### src/rtl/rsdb_pkg.sv
// shared types, register codes and constants of the sprite decode blitter
package rsdb_pkg;

    localparam int DEF_MAX_SPRITE_DIM = 1024;
    localparam int DEF_MAX_TARGET_DIM = 4096;
    localparam int TARGET_LIMIT       = 4096;

    localparam int WORD_W      = 16;
    localparam int COUNT_W     = 15;
    localparam int PIX_W       = 12;
    localparam int COLOR_W     = 16;
    localparam int OUT_DATA_W  = 2 * PIX_W + COLOR_W;
    localparam int CFG_INDEX_W = 3;
    localparam int CFG_DATA_W  = 16;

    localparam int QUEUE_DEPTH = 2;
    localparam int QPTR_W      = $clog2(QUEUE_DEPTH);
    localparam int QCNT_W      = $clog2(QUEUE_DEPTH + 1);

    localparam logic [CFG_INDEX_W-1:0] IDX_SPRITE_WIDTH  = 3'd0;
    localparam logic [CFG_INDEX_W-1:0] IDX_SPRITE_HEIGHT = 3'd1;
    localparam logic [CFG_INDEX_W-1:0] IDX_ORIGIN_X      = 3'd2;
    localparam logic [CFG_INDEX_W-1:0] IDX_ORIGIN_Y      = 3'd3;
    localparam logic [CFG_INDEX_W-1:0] IDX_TARGET_WIDTH  = 3'd4;
    localparam logic [CFG_INDEX_W-1:0] IDX_TARGET_HEIGHT = 3'd5;

    localparam logic [10:0] RST_SPRITE_WIDTH  = 11'd16;
    localparam logic [10:0] RST_SPRITE_HEIGHT = 11'd16;
    localparam logic [15:0] RST_ORIGIN_X      = 16'd0;
    localparam logic [15:0] RST_ORIGIN_Y      = 16'd0;
    localparam logic [12:0] RST_TARGET_WIDTH  = 13'd320;
    localparam logic [12:0] RST_TARGET_HEIGHT = 13'd240;

    typedef enum logic [1:0] {
        HDR_EMPTY,
        HDR_SKIP,
        HDR_LITERAL
    } hdr_kind_t;

    typedef struct packed {
        logic [WORD_W-1:0]  word;
        hdr_kind_t          kind;
        logic [COUNT_W-1:0] count;
    } item_t;

    typedef struct packed {
        logic [10:0] sprite_width;
        logic [10:0] sprite_height;
        logic [15:0] origin_x;
        logic [15:0] origin_y;
        logic [12:0] target_width;
        logic [12:0] target_height;
    } cfg_t;

    typedef enum logic {
        ST_IDLE,
        ST_DIV
    } back_state_t;

endpackage

### src/rtl/rle_sprite_decode_blitter_core.sv
// top level of the run-length sprite decoder and pixel blitter
// path: an input beat passes the queue register, then the output register, inside a row or
// with one wrap; a skip over several rows waits for the one-bit-per-cycle width divider
// throughput without output stall: one beat per cycle on the single-wrap path, one per
// divider run otherwise; reset: asynchronous, clears position, run count, queue and output
// valid, and loads the register defaults; there is no clearing pass
module rle_sprite_decode_blitter_core #(
    parameter int MAX_SPRITE_DIM = rsdb_pkg::DEF_MAX_SPRITE_DIM,
    parameter int MAX_TARGET_DIM = rsdb_pkg::DEF_MAX_TARGET_DIM
) (
    input  logic                             clk,
    input  logic                             rst_n,
    input  logic                             cfg_we,
    input  logic [rsdb_pkg::CFG_INDEX_W-1:0] cfg_index,
    input  logic [rsdb_pkg::CFG_DATA_W-1:0]  cfg_data,
    input  logic                             s_axis_tvalid,
    output logic                             s_axis_tready,
    // code_word [15:0]
    input  logic [rsdb_pkg::WORD_W-1:0]      s_axis_tdata,
    output logic                             m_axis_tvalid,
    input  logic                             m_axis_tready,
    // pixel_x [11:0], pixel_y [23:12], pixel_color [39:24]
    output logic [rsdb_pkg::OUT_DATA_W-1:0]  m_axis_tdata,
    // write_pixel [0]
    output logic                             m_axis_tuser,
    output logic                             m_axis_tlast
);
    import rsdb_pkg::*;

    cfg_t             cfg_reg;
    cfg_t             cfg_next;
    logic             q_push;
    logic             q_full;
    item_t            push_item;
    logic             q_pop;
    logic             q_valid;
    item_t            head_item;
    logic [PIX_W-1:0] out_x;
    logic [PIX_W-1:0] out_y;
    logic [COLOR_W-1:0] out_color;

    always_comb
    begin
        cfg_next = cfg_reg;
        if (cfg_we)
        begin
            case (cfg_index)
                IDX_SPRITE_WIDTH:  cfg_next.sprite_width  = cfg_data[10:0];
                IDX_SPRITE_HEIGHT: cfg_next.sprite_height = cfg_data[10:0];
                IDX_ORIGIN_X:      cfg_next.origin_x      = cfg_data;
                IDX_ORIGIN_Y:      cfg_next.origin_y      = cfg_data;
                IDX_TARGET_WIDTH:  cfg_next.target_width  = cfg_data[12:0];
                IDX_TARGET_HEIGHT: cfg_next.target_height = cfg_data[12:0];
                default:           cfg_next = cfg_reg;
            endcase
        end
    end

    always_ff @(posedge clk or negedge rst_n)
    begin
        if (!rst_n)
        begin
            cfg_reg.sprite_width  <= RST_SPRITE_WIDTH;
            cfg_reg.sprite_height <= RST_SPRITE_HEIGHT;
            cfg_reg.origin_x      <= RST_ORIGIN_X;
            cfg_reg.origin_y      <= RST_ORIGIN_Y;
            cfg_reg.target_width  <= RST_TARGET_WIDTH;
            cfg_reg.target_height <= RST_TARGET_HEIGHT;
        end
        else
        begin
            cfg_reg <= cfg_next;
        end
    end

    rsdb_front u_front (
        .s_tvalid (s_axis_tvalid),
        .s_tready (s_axis_tready),
        .s_tdata  (s_axis_tdata),
        .q_full   (q_full),
        .q_push   (q_push),
        .q_item   (push_item)
    );

    rsdb_queue u_queue (
        .clk        (clk),
        .rst_n      (rst_n),
        .push       (q_push),
        .push_item  (push_item),
        .full       (q_full),
        .pop        (q_pop),
        .head_valid (q_valid),
        .head_item  (head_item)
    );

    rsdb_back #(
        .MAX_SPRITE_DIM (MAX_SPRITE_DIM),
        .MAX_TARGET_DIM (MAX_TARGET_DIM)
    ) u_back (
        .clk       (clk),
        .rst_n     (rst_n),
        .cfg       (cfg_reg),
        .q_valid   (q_valid),
        .q_item    (head_item),
        .q_pop     (q_pop),
        .out_valid (m_axis_tvalid),
        .out_ready (m_axis_tready),
        .out_wr    (m_axis_tuser),
        .out_x     (out_x),
        .out_y     (out_y),
        .out_color (out_color),
        .out_done  (m_axis_tlast)
    );

    assign m_axis_tdata = {out_color, out_y, out_x};

endmodule

### src/rtl/rsdb_front.sv
// front end: takes code word beats and classifies them for the queue
module rsdb_front (
    input  logic                          s_tvalid,
    output logic                          s_tready,
    input  logic [rsdb_pkg::WORD_W-1:0]   s_tdata,
    input  logic                          q_full,
    output logic                          q_push,
    output rsdb_pkg::item_t               q_item
);
    import rsdb_pkg::*;

    logic [COUNT_W-1:0] count;

    assign s_tready = !q_full;
    assign q_push   = s_tvalid && !q_full;
    assign count    = s_tdata[COUNT_W-1:0];

    always_comb
    begin
        q_item.word  = s_tdata;
        q_item.count = count;
        if (count == '0)
        begin
            q_item.kind = HDR_EMPTY;
        end
        else if (s_tdata[WORD_W-1])
        begin
            q_item.kind = HDR_LITERAL;
        end
        else
        begin
            q_item.kind = HDR_SKIP;
        end
    end

endmodule

### src/rtl/rsdb_queue.sv
// short register queue between the front end and the back end
module rsdb_queue (
    input  logic            clk,
    input  logic            rst_n,
    input  logic            push,
    input  rsdb_pkg::item_t push_item,
    output logic            full,
    input  logic            pop,
    output logic            head_valid,
    output rsdb_pkg::item_t head_item
);
    import rsdb_pkg::*;

    item_t             entry_reg [QUEUE_DEPTH];
    logic [QPTR_W-1:0] wr_ptr_reg;
    logic [QPTR_W-1:0] wr_ptr_next;
    logic [QPTR_W-1:0] rd_ptr_reg;
    logic [QPTR_W-1:0] rd_ptr_next;
    logic [QCNT_W-1:0] fill_reg;
    logic [QCNT_W-1:0] fill_next;
    logic              do_push;
    logic              do_pop;

    assign full       = (fill_reg == QCNT_W'(QUEUE_DEPTH));
    assign head_valid = (fill_reg != '0);
    assign head_item  = entry_reg[rd_ptr_reg];
    assign do_push    = push && !full;
    assign do_pop     = pop && head_valid;

    always_comb
    begin
        wr_ptr_next = wr_ptr_reg;
        rd_ptr_next = rd_ptr_reg;
        fill_next   = fill_reg;
        if (do_push)
        begin
            wr_ptr_next = (wr_ptr_reg == QPTR_W'(QUEUE_DEPTH - 1)) ? '0 : wr_ptr_reg + 1'b1;
        end
        if (do_pop)
        begin
            rd_ptr_next = (rd_ptr_reg == QPTR_W'(QUEUE_DEPTH - 1)) ? '0 : rd_ptr_reg + 1'b1;
        end
        if (do_push && !do_pop)
        begin
            fill_next = fill_reg + 1'b1;
        end
        else if (do_pop && !do_push)
        begin
            fill_next = fill_reg - 1'b1;
        end
    end

    always_ff @(posedge clk or negedge rst_n)
    begin
        if (!rst_n)
        begin
            wr_ptr_reg <= '0;
            rd_ptr_reg <= '0;
            fill_reg   <= '0;
        end
        else
        begin
            wr_ptr_reg <= wr_ptr_next;
            rd_ptr_reg <= rd_ptr_next;
            fill_reg   <= fill_next;
        end
    end

    always_ff @(posedge clk)
    begin
        if (do_push)
        begin
            entry_reg[wr_ptr_reg] <= push_item;
        end
    end

endmodule

### src/rtl/rsdb_div.sv
// restoring divider, one quotient bit per cycle
module rsdb_div #(
    parameter int DVD_W = 16,
    parameter int DVS_W = 11
) (
    input  logic             clk,
    input  logic             rst_n,
    input  logic             start,
    input  logic [DVD_W-1:0] dividend,
    input  logic [DVS_W-1:0] divisor,
    output logic             done,
    output logic [DVD_W-1:0] quotient,
    output logic [DVS_W-1:0] remainder
);
    localparam int CNT_W = $clog2(DVD_W + 1);

    logic [DVD_W-1:0] dvd_reg;
    logic [DVD_W-1:0] dvd_next;
    logic [DVS_W-1:0] rem_reg;
    logic [DVS_W-1:0] rem_next;
    logic [DVS_W-1:0] dvs_reg;
    logic [DVS_W-1:0] dvs_next;
    logic [CNT_W-1:0] cnt_reg;
    logic [CNT_W-1:0] cnt_next;
    logic             done_reg;
    logic             done_next;
    logic [DVS_W:0]   shifted;
    logic [DVS_W:0]   trial;

    assign shifted   = {rem_reg, dvd_reg[DVD_W-1]};
    assign trial     = shifted - {1'b0, dvs_reg};
    assign done      = done_reg;
    assign quotient  = dvd_reg;
    assign remainder = rem_reg;

    always_comb
    begin
        dvd_next  = dvd_reg;
        rem_next  = rem_reg;
        dvs_next  = dvs_reg;
        cnt_next  = cnt_reg;
        done_next = 1'b0;
        if (start)
        begin
            dvd_next = dividend;
            rem_next = '0;
            dvs_next = divisor;
            cnt_next = CNT_W'(DVD_W);
        end
        else if (cnt_reg != '0)
        begin
            if (!trial[DVS_W])
            begin
                rem_next = trial[DVS_W-1:0];
                dvd_next = {dvd_reg[DVD_W-2:0], 1'b1};
            end
            else
            begin
                rem_next = shifted[DVS_W-1:0];
                dvd_next = {dvd_reg[DVD_W-2:0], 1'b0};
            end
            cnt_next  = cnt_reg - 1'b1;
            done_next = (cnt_reg == CNT_W'(1));
        end
    end

    always_ff @(posedge clk or negedge rst_n)
    begin
        if (!rst_n)
        begin
            cnt_reg  <= '0;
            done_reg <= 1'b0;
        end
        else
        begin
            cnt_reg  <= cnt_next;
            done_reg <= done_next;
        end
    end

    always_ff @(posedge clk)
    begin
        dvd_reg <= dvd_next;
        rem_reg <= rem_next;
        dvs_reg <= dvs_next;
    end

endmodule

### src/rtl/rsdb_back.sv
// back end: position tracking, clipping, frame end and the output register
module rsdb_back #(
    parameter int MAX_SPRITE_DIM = rsdb_pkg::DEF_MAX_SPRITE_DIM,
    parameter int MAX_TARGET_DIM = rsdb_pkg::DEF_MAX_TARGET_DIM
) (
    input  logic                         clk,
    input  logic                         rst_n,
    input  rsdb_pkg::cfg_t               cfg,
    input  logic                         q_valid,
    input  rsdb_pkg::item_t              q_item,
    output logic                         q_pop,
    output logic                         out_valid,
    input  logic                         out_ready,
    output logic                         out_wr,
    output logic [rsdb_pkg::PIX_W-1:0]   out_x,
    output logic [rsdb_pkg::PIX_W-1:0]   out_y,
    output logic [rsdb_pkg::COLOR_W-1:0] out_color,
    output logic                         out_done
);
    import rsdb_pkg::*;

    localparam int SD_W    = $clog2(MAX_SPRITE_DIM + 1);
    localparam int CW      = $clog2(MAX_SPRITE_DIM);
    localparam int RW      = SD_W;
    localparam int DIV_W   = ((CW > COUNT_W) ? CW : COUNT_W) + 1;
    localparam int TGT_LIM = (MAX_TARGET_DIM < TARGET_LIMIT) ? MAX_TARGET_DIM : TARGET_LIMIT;

    back_state_t         state_reg;
    back_state_t         state_next;
    logic [CW-1:0]       col_reg;
    logic [CW-1:0]       col_next;
    logic [RW-1:0]       row_reg;
    logic [RW-1:0]       row_next;
    logic [COUNT_W-1:0]  lit_reg;
    logic [COUNT_W-1:0]  lit_next;
    logic                ov_reg;
    logic                ov_next;
    logic                wr_reg;
    logic                wr_next;
    logic [PIX_W-1:0]    x_reg;
    logic [PIX_W-1:0]    x_next;
    logic [PIX_W-1:0]    y_reg;
    logic [PIX_W-1:0]    y_next;
    logic [COLOR_W-1:0]  color_reg;
    logic [COLOR_W-1:0]  color_next;
    logic                done_reg;
    logic                done_next;

    logic [SD_W-1:0]     w_eff;
    logic [SD_W-1:0]     h_eff;
    logic [12:0]         tw_eff;
    logic [12:0]         th_eff;
    logic                is_pixel;
    logic [COUNT_W-1:0]  step;
    logic [DIV_W-1:0]    c_pos;
    logic                fast0;
    logic                fast1;
    logic [DIV_W-1:0]    q_sel;
    logic [DIV_W-1:0]    r_sel;
    logic [DIV_W:0]      row_sum;
    logic                frame_end;
    logic [16:0]         x_pos;
    logic [16:0]         y_pos;
    logic                visible;
    logic                finish_fast;
    logic                finish_div;
    logic                div_start;
    logic                div_done;
    logic [DIV_W-1:0]    div_q;
    logic [SD_W-1:0]     div_r;

    // effective sizes after clamping
    always_comb
    begin
        if (cfg.sprite_width == '0)
        begin
            w_eff = SD_W'(1);
        end
        else if (32'(cfg.sprite_width) > 32'(MAX_SPRITE_DIM))
        begin
            w_eff = SD_W'(MAX_SPRITE_DIM);
        end
        else
        begin
            w_eff = SD_W'(cfg.sprite_width);
        end
        if (cfg.sprite_height == '0)
        begin
            h_eff = SD_W'(1);
        end
        else if (32'(cfg.sprite_height) > 32'(MAX_SPRITE_DIM))
        begin
            h_eff = SD_W'(MAX_SPRITE_DIM);
        end
        else
        begin
            h_eff = SD_W'(cfg.sprite_height);
        end
        tw_eff = (32'(cfg.target_width) > 32'(TGT_LIM)) ? 13'(TGT_LIM) : cfg.target_width;
        th_eff = (32'(cfg.target_height) > 32'(TGT_LIM)) ? 13'(TGT_LIM) : cfg.target_height;
    end

    // pixel position and clipping
    assign x_pos   = {cfg.origin_x[15], cfg.origin_x} + 17'(col_reg);
    assign y_pos   = {cfg.origin_y[15], cfg.origin_y} + 17'(row_reg);
    assign visible = !x_pos[16] && !y_pos[16] &&
                     (x_pos[15:0] < 16'(tw_eff)) && (y_pos[15:0] < 16'(th_eff));

    // advance amount and the wrap fast path
    assign is_pixel = (lit_reg != '0);

    always_comb
    begin
        if (is_pixel)
        begin
            step = COUNT_W'(1);
        end
        else if (q_item.kind == HDR_SKIP)
        begin
            step = q_item.count;
        end
        else
        begin
            step = '0;
        end
    end

    assign c_pos = DIV_W'(col_reg) + DIV_W'(step);
    assign fast0 = (c_pos < DIV_W'(w_eff));
    assign fast1 = ({1'b0, c_pos} < ((DIV_W + 1)'(w_eff) << 1));

    always_comb
    begin
        if (state_reg == ST_DIV)
        begin
            q_sel = div_q;
            r_sel = DIV_W'(div_r);
        end
        else if (fast0)
        begin
            q_sel = '0;
            r_sel = c_pos;
        end
        else
        begin
            q_sel = DIV_W'(1);
            r_sel = c_pos - DIV_W'(w_eff);
        end
    end

    assign row_sum   = (DIV_W + 1)'(row_reg) + (DIV_W + 1)'(q_sel);
    assign frame_end = (row_sum >= (DIV_W + 1)'(h_eff));

    // control outputs
    always_comb
    begin
        q_pop       = (state_reg == ST_IDLE) && q_valid && (!ov_reg || out_ready);
        div_start   = q_pop && !fast1;
        finish_fast = q_pop && fast1;
        finish_div  = (state_reg == ST_DIV) && div_done;
    end

    // next state
    always_comb
    begin
        state_next = state_reg;
        case (state_reg)
            ST_IDLE:
            begin
                if (div_start)
                begin
                    state_next = ST_DIV;
                end
            end
            ST_DIV:
            begin
                if (div_done)
                begin
                    state_next = ST_IDLE;
                end
            end
            default:
            begin
                state_next = ST_IDLE;
            end
        endcase
    end

    // datapath next values
    always_comb
    begin
        col_next   = col_reg;
        row_next   = row_reg;
        lit_next   = lit_reg;
        ov_next    = ov_reg;
        wr_next    = wr_reg;
        x_next     = x_reg;
        y_next     = y_reg;
        color_next = color_reg;
        done_next  = done_reg;
        if (q_pop)
        begin
            if (is_pixel)
            begin
                lit_next = lit_reg - 1'b1;
            end
            else if (q_item.kind == HDR_LITERAL)
            begin
                lit_next = q_item.count;
            end
            wr_next    = is_pixel && visible;
            x_next     = (is_pixel && visible) ? x_pos[PIX_W-1:0] : '0;
            y_next     = (is_pixel && visible) ? y_pos[PIX_W-1:0] : '0;
            color_next = (is_pixel && visible) ? q_item.word : '0;
            ov_next    = fast1;
            done_next  = frame_end;
        end
        else if (ov_reg && out_ready)
        begin
            ov_next = 1'b0;
        end
        if (finish_fast || finish_div)
        begin
            if (frame_end)
            begin
                col_next = '0;
                row_next = '0;
                lit_next = '0;
            end
            else
            begin
                col_next = CW'(r_sel);
                row_next = RW'(row_sum);
            end
        end
        if (finish_div)
        begin
            ov_next   = 1'b1;
            done_next = frame_end;
        end
    end

    always_ff @(posedge clk or negedge rst_n)
    begin
        if (!rst_n)
        begin
            state_reg <= ST_IDLE;
            col_reg   <= '0;
            row_reg   <= '0;
            lit_reg   <= '0;
            ov_reg    <= 1'b0;
        end
        else
        begin
            state_reg <= state_next;
            col_reg   <= col_next;
            row_reg   <= row_next;
            lit_reg   <= lit_next;
            ov_reg    <= ov_next;
        end
    end

    always_ff @(posedge clk)
    begin
        wr_reg    <= wr_next;
        x_reg     <= x_next;
        y_reg     <= y_next;
        color_reg <= color_next;
        done_reg  <= done_next;
    end

    rsdb_div #(
        .DVD_W (DIV_W),
        .DVS_W (SD_W)
    ) u_div (
        .clk       (clk),
        .rst_n     (rst_n),
        .start     (div_start),
        .dividend  (c_pos),
        .divisor   (w_eff),
        .done      (div_done),
        .quotient  (div_q),
        .remainder (div_r)
    );

    assign out_valid = ov_reg;
    assign out_wr    = wr_reg;
    assign out_x     = x_reg;
    assign out_y     = y_reg;
    assign out_color = color_reg;
    assign out_done  = done_reg;

endmodule

### config.mk
export PLATFORM = sky130hd
export DESIGN_NAME = rle_sprite_decode_blitter_core
export DESIGN_NICKNAME = d
export VERILOG_FILES = /design/src/rtl/rsdb_pkg.sv /design/src/rtl/rle_sprite_decode_blitter_core.sv /design/src/rtl/rsdb_front.sv /design/src/rtl/rsdb_queue.sv /design/src/rtl/rsdb_div.sv /design/src/rtl/rsdb_back.sv
export SDC_FILE = /design/constraint.sdc
export NUM_CORES = 1
export LEC_CHECK = 0
export BUFFER_PORTS_ARGS = -buffer_cell sky130_fd_sc_hd__buf_2
export CORE_ASPECT_RATIO = 1.25
export CORE_UTILIZATION = 55
export DETAILED_ROUTE_END_ITERATION = 10
export GPL_ROUTABILITY_DRIVEN = 1
export GPL_TIMING_DRIVEN = 0
export PLACE_DENSITY = 0.73
export SLEW_MARGIN = 5
export SYNTH_ARGS = -nofsm -noshare
export SYNTH_HDL_FRONTEND = slang
export SYNTH_SLANG_ARGS = --single-unit
### constraint.sdc
create_clock -name clk -period 25.8 [get_ports clk]
set_input_delay 5.16 -clock clk [delete_from_list [all_inputs] [get_ports clk]]
set_output_delay 5.16 -clock clk [all_outputs]
set_load 0.02 [all_outputs]
# == Yosys cells after proc, flatten, opt, wreduce, memory -nomap -nowiden ==
# Memory sizes are Yosys's and may differ from the RTL's.
# Cells that the tools add are included.
# totals
ff_bits,208
mem_bits_rw,66
inputBits,40
out_inout_bits,44
n_memories,1
# op_classes
add_sub_neg,12
n_lt_le_gt_ge,9
eq_ne,9
mux,43
bitwise,1
n_reduce_logical,41
# mem_list
name,depth,width,rd,rd_clocked_by_memory_dff,write_ports,line_no,rtl
u_queue.entry_reg,2,33,1,0,1,rsdb_queue.sv:14,item_t entry_reg [QUEUE_DEPTH];
# op_table
operator,n
15-bit two-way mux,7
11-bit two-way mux,6
16-bit two-way mux,3
16-bit by 13-bit less-than comparator with 1-bit output,2
10-bit two-way mux,3
"13-bit > comparator, second input constant",2
13-bit two-way mux,2
"11-bit > comparator, second input constant",2
11-bit logical NOT,2
11-bit by 16-bit adder with 17-bit output,1
16-bit by 11-bit adder with 17-bit output,1
16-bit by 12-bit adder with 17-bit output,1
17-bit by 11-bit greater-or-equal comparator with 1-bit output,1
10-bit by 15-bit adder with 16-bit output,1
16-bit by 11-bit less-than comparator with 1-bit output,1
16-bit by 12-bit less-than comparator with 1-bit output,1
1-bit logical AND,15
15-bit logical NOT,1
1-bit two-way mux,15
15-bit nonzero test,1
"15-bit by 1-bit subtractor with 15-bit output, second input constant",1
2-bit AND reduction,6
12-bit by 11-bit subtractor with 12-bit output,1
5-bit two-way mux,2
other kinds (20),37

# == Depth between registers and ports, before layout ==
# An unclocked memory read counts as a cell.
# depth
depth_word,12
mapped_depth,40
depth_no_buf,39

# == By module ==
# From an unflattened synthesis, not the netlist that was laid out.
# hier_totals
hier_cells,1463
area_unflattened_um2,16460.8
# modules_own_cells
mod,n_inst,cells_each,area_each_um2
rsdb_back,1,908,7872.6
rle_sprite_decode_blitter_core,1,173,3070.4
rsdb_queue,1,122,2733.9
rsdb_div,1,220,2477.4
rsdb_front,1,40,306.5

# == Worst setup path before layout ==
# Ideal clock, no wire load.
# synth_path
path_kind,reg-to-reg
start,register u_back.lit_reg[0]
end,register u_back.col_reg[6]
setup_time_ns,0.110
arrival_ns,8.131
path_slack_ns,17.558
path_stages_with_launch,39
n_path_buf,2
synth_period_minus_slack_ns,8.242
cell_sequence,dfrtp_1 -> inv_1 -> ha_1 -> nor4b_2 -> nand2_1 -> nor4_1 -> nand2b_1 -> clkbuf_1 -> nor2_1 -> ha_1 -> o211ai_1 -> a21oi_1 -> a211oi_1 -> nor2b_1 -> o21ai_0 -> nand2b_1 -> xnor2_1 -> inv_1 -> (+3 left out) -> nor3_1 -> nand2_1 -> mux2_2 -> ha_1 -> fa_1 -> a211oi_1 -> o21ai_0 -> a21oi_1 -> o21bai_1 -> a211oi_1 -> xnor2_1 -> ha_1 -> a21oi_1 -> o311ai_0 -> a2111oi_1 -> nand4_1 -> clkbuf_1 -> o41ai_1
# synth_via
elab_chain_cells,9
word_cells_on_any_way,15
# synth_rtl
item,line_no,rtl
start: declaration,rsdb_back.sv:34,logic [COUNT_W-1:0] lit_reg;
start signal: assignment,rsdb_back.sv:258,lit_reg <= lit_next;
15-bit nonzero test (*),rsdb_back.sv:110,assign is_pixel = (lit_reg != '0);
15-bit two-way mux (*),rsdb_back.sv:114,if (is_pixel)
10-bit by 15-bit adder with 16-bit output (*),rsdb_back.sv:128,assign c_pos = DIV_W'(col_reg) + DIV_W'(step);
16-bit by 11-bit less-than comparator with 1-bit output,rsdb_back.sv:129,assign fast0 = (c_pos < DIV_W'(w_eff));
1-bit two-way mux,rsdb_back.sv:139,else if (fast0)
16-bit two-way mux,rsdb_back.sv:134,if (state_reg == ST_DIV)
11-bit by 16-bit adder with 17-bit output,rsdb_back.sv:151,assign row_sum = (DIV_W + 1)'(row_reg) + (DIV_W + 1)'(q_sel);
17-bit by 11-bit greater-or-equal comparator with 1-bit output,rsdb_back.sv:152,assign frame_end = (row_sum >= (DIV_W + 1)'(h_eff));
10-bit two-way mux,rsdb_back.sv:224,if (frame_end)
end signal: assignment,rsdb_back.sv:256,col_reg <= col_next;
end: declaration,rsdb_back.sv:30,logic [CW-1:0] col_reg;
# Every way passes the cells marked *; elsewhere a longest branch is shown, timed or not.
# A chain may end at the register's enable or synchronous reset.

# == Worst setup path after layout ==
# Ends and elaborated chain as after synthesis.

==> flow_summary.json <==
{
  "final_antenna_net_count": 0,
  "max_clock_freq_ghz": 0.09296,
  "ys_seq_area_frac": 0.4511,
  "grt_max_degree": 67,
  "worst_ir_drop_vdd_v": 0.00008964,
  "dieArea_um2": 27210,
  "worst_max_slew_margin_expressed_relative_to_the_limit": 0.2680,
  "timing.critical_path.mode_cell": "ha_1",
  "dominantRegCellSynth": "dfrtp_1",
  "transition_time_of_the_tightest_slew_check_pin_ns": 1.089,
  "average_cell_area_after_synthesis_um2": 10.37,
  "grt_setup_unrepaired": "no",
  "largest_reg_flops": 80,
  "critPathSlowestCell": "a2111oi_1",
  "layout.area.seq_um2": 6586,
  "layout_commonest_cell": "nand2_1",
  "layout-drive-gt1-share": 0.1706,
  "worst_path_largest_cell_delay_ns": 0.66,
  "regToRegStartpoint": "u_back.lit_reg[0]",
  "hold_buffers": 0,
  "ys_async_sr_fraction": 0.5246,
  "routabilityCongestion": 0.9627,
  "holdWs_ns": 0.5093,
  "crit_fanout": 10,
  "total_of_warnings_raised_by_yosys": 0,
  "min_from": "cfg_reg[24]",
  "post_cts_resize_count": 0,
  "kind_of_cell_adding_the_most_delay_to_the_critical_path": "compound AO/OA/AOI/OAI gates",
  "critical_path.startpoint": "u_back.lit_reg[0]",
  "antenna_found_initial": 0,
  "grt_util_all_layers": 0.2883,
  "dp.final_hpwl_um": 28610,
  "die_height_um": 184.2,
  "dp_worst_setup_slack_ns": 15.21,
  "fin_crit_sh": 0.4169,
  "drt_pre_antenna_iters": 5,
  "timing.final.setup_violations": 0,
  "fin_crit_ns": 10.76,
  "drv_slew": 0,
  "totalNegativeSetupSlack_ns": 0,
  "drc": 0,
  "drv.max_cap_violation_count": 0,
  "worst_clock_skew_ns": 0.01888,
  "power_per_cell_area_nw_per_um2": 126.7,
  "core_region_area_um2": 26010,
  "postSynthRegisterBits": 244,
  "synth_fp_nets": 1568,
  "count_of_filler_cells_inserted_in_the_layout": 2131,
  "syn_inst": 1408,
  "dpl-instance-area_um2": 15510,
  "cts.root.buffer_cell": "clkbuf_16",
  "required_time_at_the_endpoint_of_the_critical_path_ns": 26.20,
  "hold_violations": 0,
  "cp_data_arrival_time_ns": 11.16,
  "gr-total-overflow": 0,
  "post_cts_buffers": 0,
  "portBuffers": 83,
  "numCtsBuffers": 26,
  "drt_iter0_drc": 648,
  "n_antenna_cell": 0,
  "drt-total-wl_um": 38040,
  "pin_count": 84,
  "layout_common_cells": "nand2_1, dfrtp_1, ha_1, edfxtp_1, nor2_1",
  "clkTransAtPathRegs_ns": 0.07,
  "number_of_synthesized_flops_with_an_enable_pin": 105,
  "worst_setup_path_start_kind": "flip-flop",
  "path_buf_inv": 4,
  "post_route_cell_area_um2": 16400,
  "first_global_vias": 11356,
  "layout_setup_ws_ns": 15.04,
  "path_class": "flip-flop to flip-flop",
  "buffer_levels_on_the_longest_clock_path": 3,
  "cts-htree-levels": 1,
  "design.final.nets": 1682,
  "syn_area_um2": 14600,
  "post-route-util": 0.6303,
  "initial_utilization": 0.5613,
  "viasPerCell": 6.009,
  "critical_path.endpoint_type": "flip-flop",
  "fp.dieW_um": 147.7,
  "std_cell_rows": 66,
  "multiInputGateArea_um2": 7565,
  "grt_pass1_wl_um": 60440,
  "status": "finished clean",
  "clock_insertion_delay_worst_skew_ns": 0.55,
  "route.vias.total": 11309,
  "cts_num_sinks": 244,
  "synthToLayoutAreaGrowth_pct": 12.30,
  "hp-class": "flip-flop to flip-flop",
  "synth.lib_cells_used.distinct": 88,
  "power.leakage_nw": 7.272,
  "cts_tree": "built",
  "route.detailed.wl_per_inst_um": 20.21
}
[path summary, 6_finish.rpt]
check	endpoint	slack, ns	depth (start not counted)
max	u_back.col_reg[6]	15.04	38
min	cfg_reg[24]	0.51	1
max reg2reg	u_back.col_reg[6]	15.04	38
min reg2reg	cfg_reg[24]	0.51	1
max in group asynchronous	cfg_reg[73]	20.36	2
min in group asynchronous	cfg_reg[56]	4.63	1
[worst register-to-register path: cells and delay by family, from the launching register on]
kind,cells,cell delay [ns]
XOR/XNOR,2,0.64
AO/OA/AOI/OAI,14,3.85
flip-flops,1,0.42
adder cells (fa/ha/maj),6,1.90
multiplexers,1,0.36
AND/OR/NAND/NOR,11,2.61
buffers and inverters,4,0.86
[cell type report]
class,count,area share
clock buffer,37,0.05044
clock inverter,11,0.003358
sequential,244,0.4017
buffer,47,0.01252
inverter,66,0.01511
multi-input combinational,1051,0.4614
timing repair buffer,86,0.02953
tap,340,0.02595
[cells by family (layout without fill, tap and decap cells)]
logic type / count (synthesis) / count (layout) / synth area share
muxes: 97 / 97 / 0.07361
and+or+nand+nor: 466 / 466 / 0.1565
adders and majority gates: 120 / 120 / 0.1059
AOI/OAI and AO/OA: 302 / 302 / 0.1423
xor gates and xnor gates: 66 / 66 / 0.03959
buffers and inverters: 113 / 247 / 0.03094
DFF: 244 / 244 / 0.4511
[layer usage]
layer	up-vias	wire, um	GRT usage
li1	5371	-	-
met1	5450	15250	0.3462
met2	370	18810	0.5066
met3	118	1967	0.03292
met4	0	2012	0.1542
met5	-	0	0
[where the power goes]
| part | switching [mW] | leakage, nW | total (mW) | internal (mW) |
|---|---|---|---|---|
| clock | 0.158 | 0.443 | 0.381 | 0.223 |
| sequential | 0.0862 | 2.69 | 0.639 | 0.553 |
| combinational | 0.654 | 4.14 | 1.06 | 0.403 |
[cell usage after synthesis (6+ instances only)]
cell	count	area [um^2]
nand2_1	155	581.8
dfrtp_1	120	3003
ha_1	114	1426
edfxtp_1	105	3153
nor2_1	97	364.1
a21oi_1	84	420.4
mux2_2	77	867.1
inv_1	64	240.2
o21ai_0	61	305.3
xnor2_1	43	376.6
nor3_1	36	180.2
and3_1	34	212.7
clkbuf_1	32	120.1
nand3_1	27	135.1
nand2b_1	24	150.1
xor2_1	23	201.4
a21o_1	22	165.2
and2_1	18	112.6
mux2i_1	18	180.2
nor2b_1	14	87.58
o31ai_1	14	105.1
a211oi_1	13	97.59
a311oi_1	11	96.34
dfxtp_1	11	220.2
o21a_1	11	82.58
buf_2	10	50.05
nor4_1	10	62.56
a31oi_1	8	50.05
dfstp_2	8	210.2
nand4_1	8	50.05
nor2_2	8	50.05
or3_1	8	50.05
o2111ai_1	7	61.31
o21bai_1	7	52.55
fa_1	6	120.1
o211ai_1	6	45.04
o41ai_1	6	52.55
[per-stage QoR]
step	instances	total power, mW
4_1_cts	1882	2.074
3_5_place_dp	1834	1.684
2_1_floorplan	1408	1.381
6_report	1882	2.077
3_3_place_gp	1831	1.653
5_1_grt	1882	2.217
Note: power is estimated with default switching activity, not from simulation.
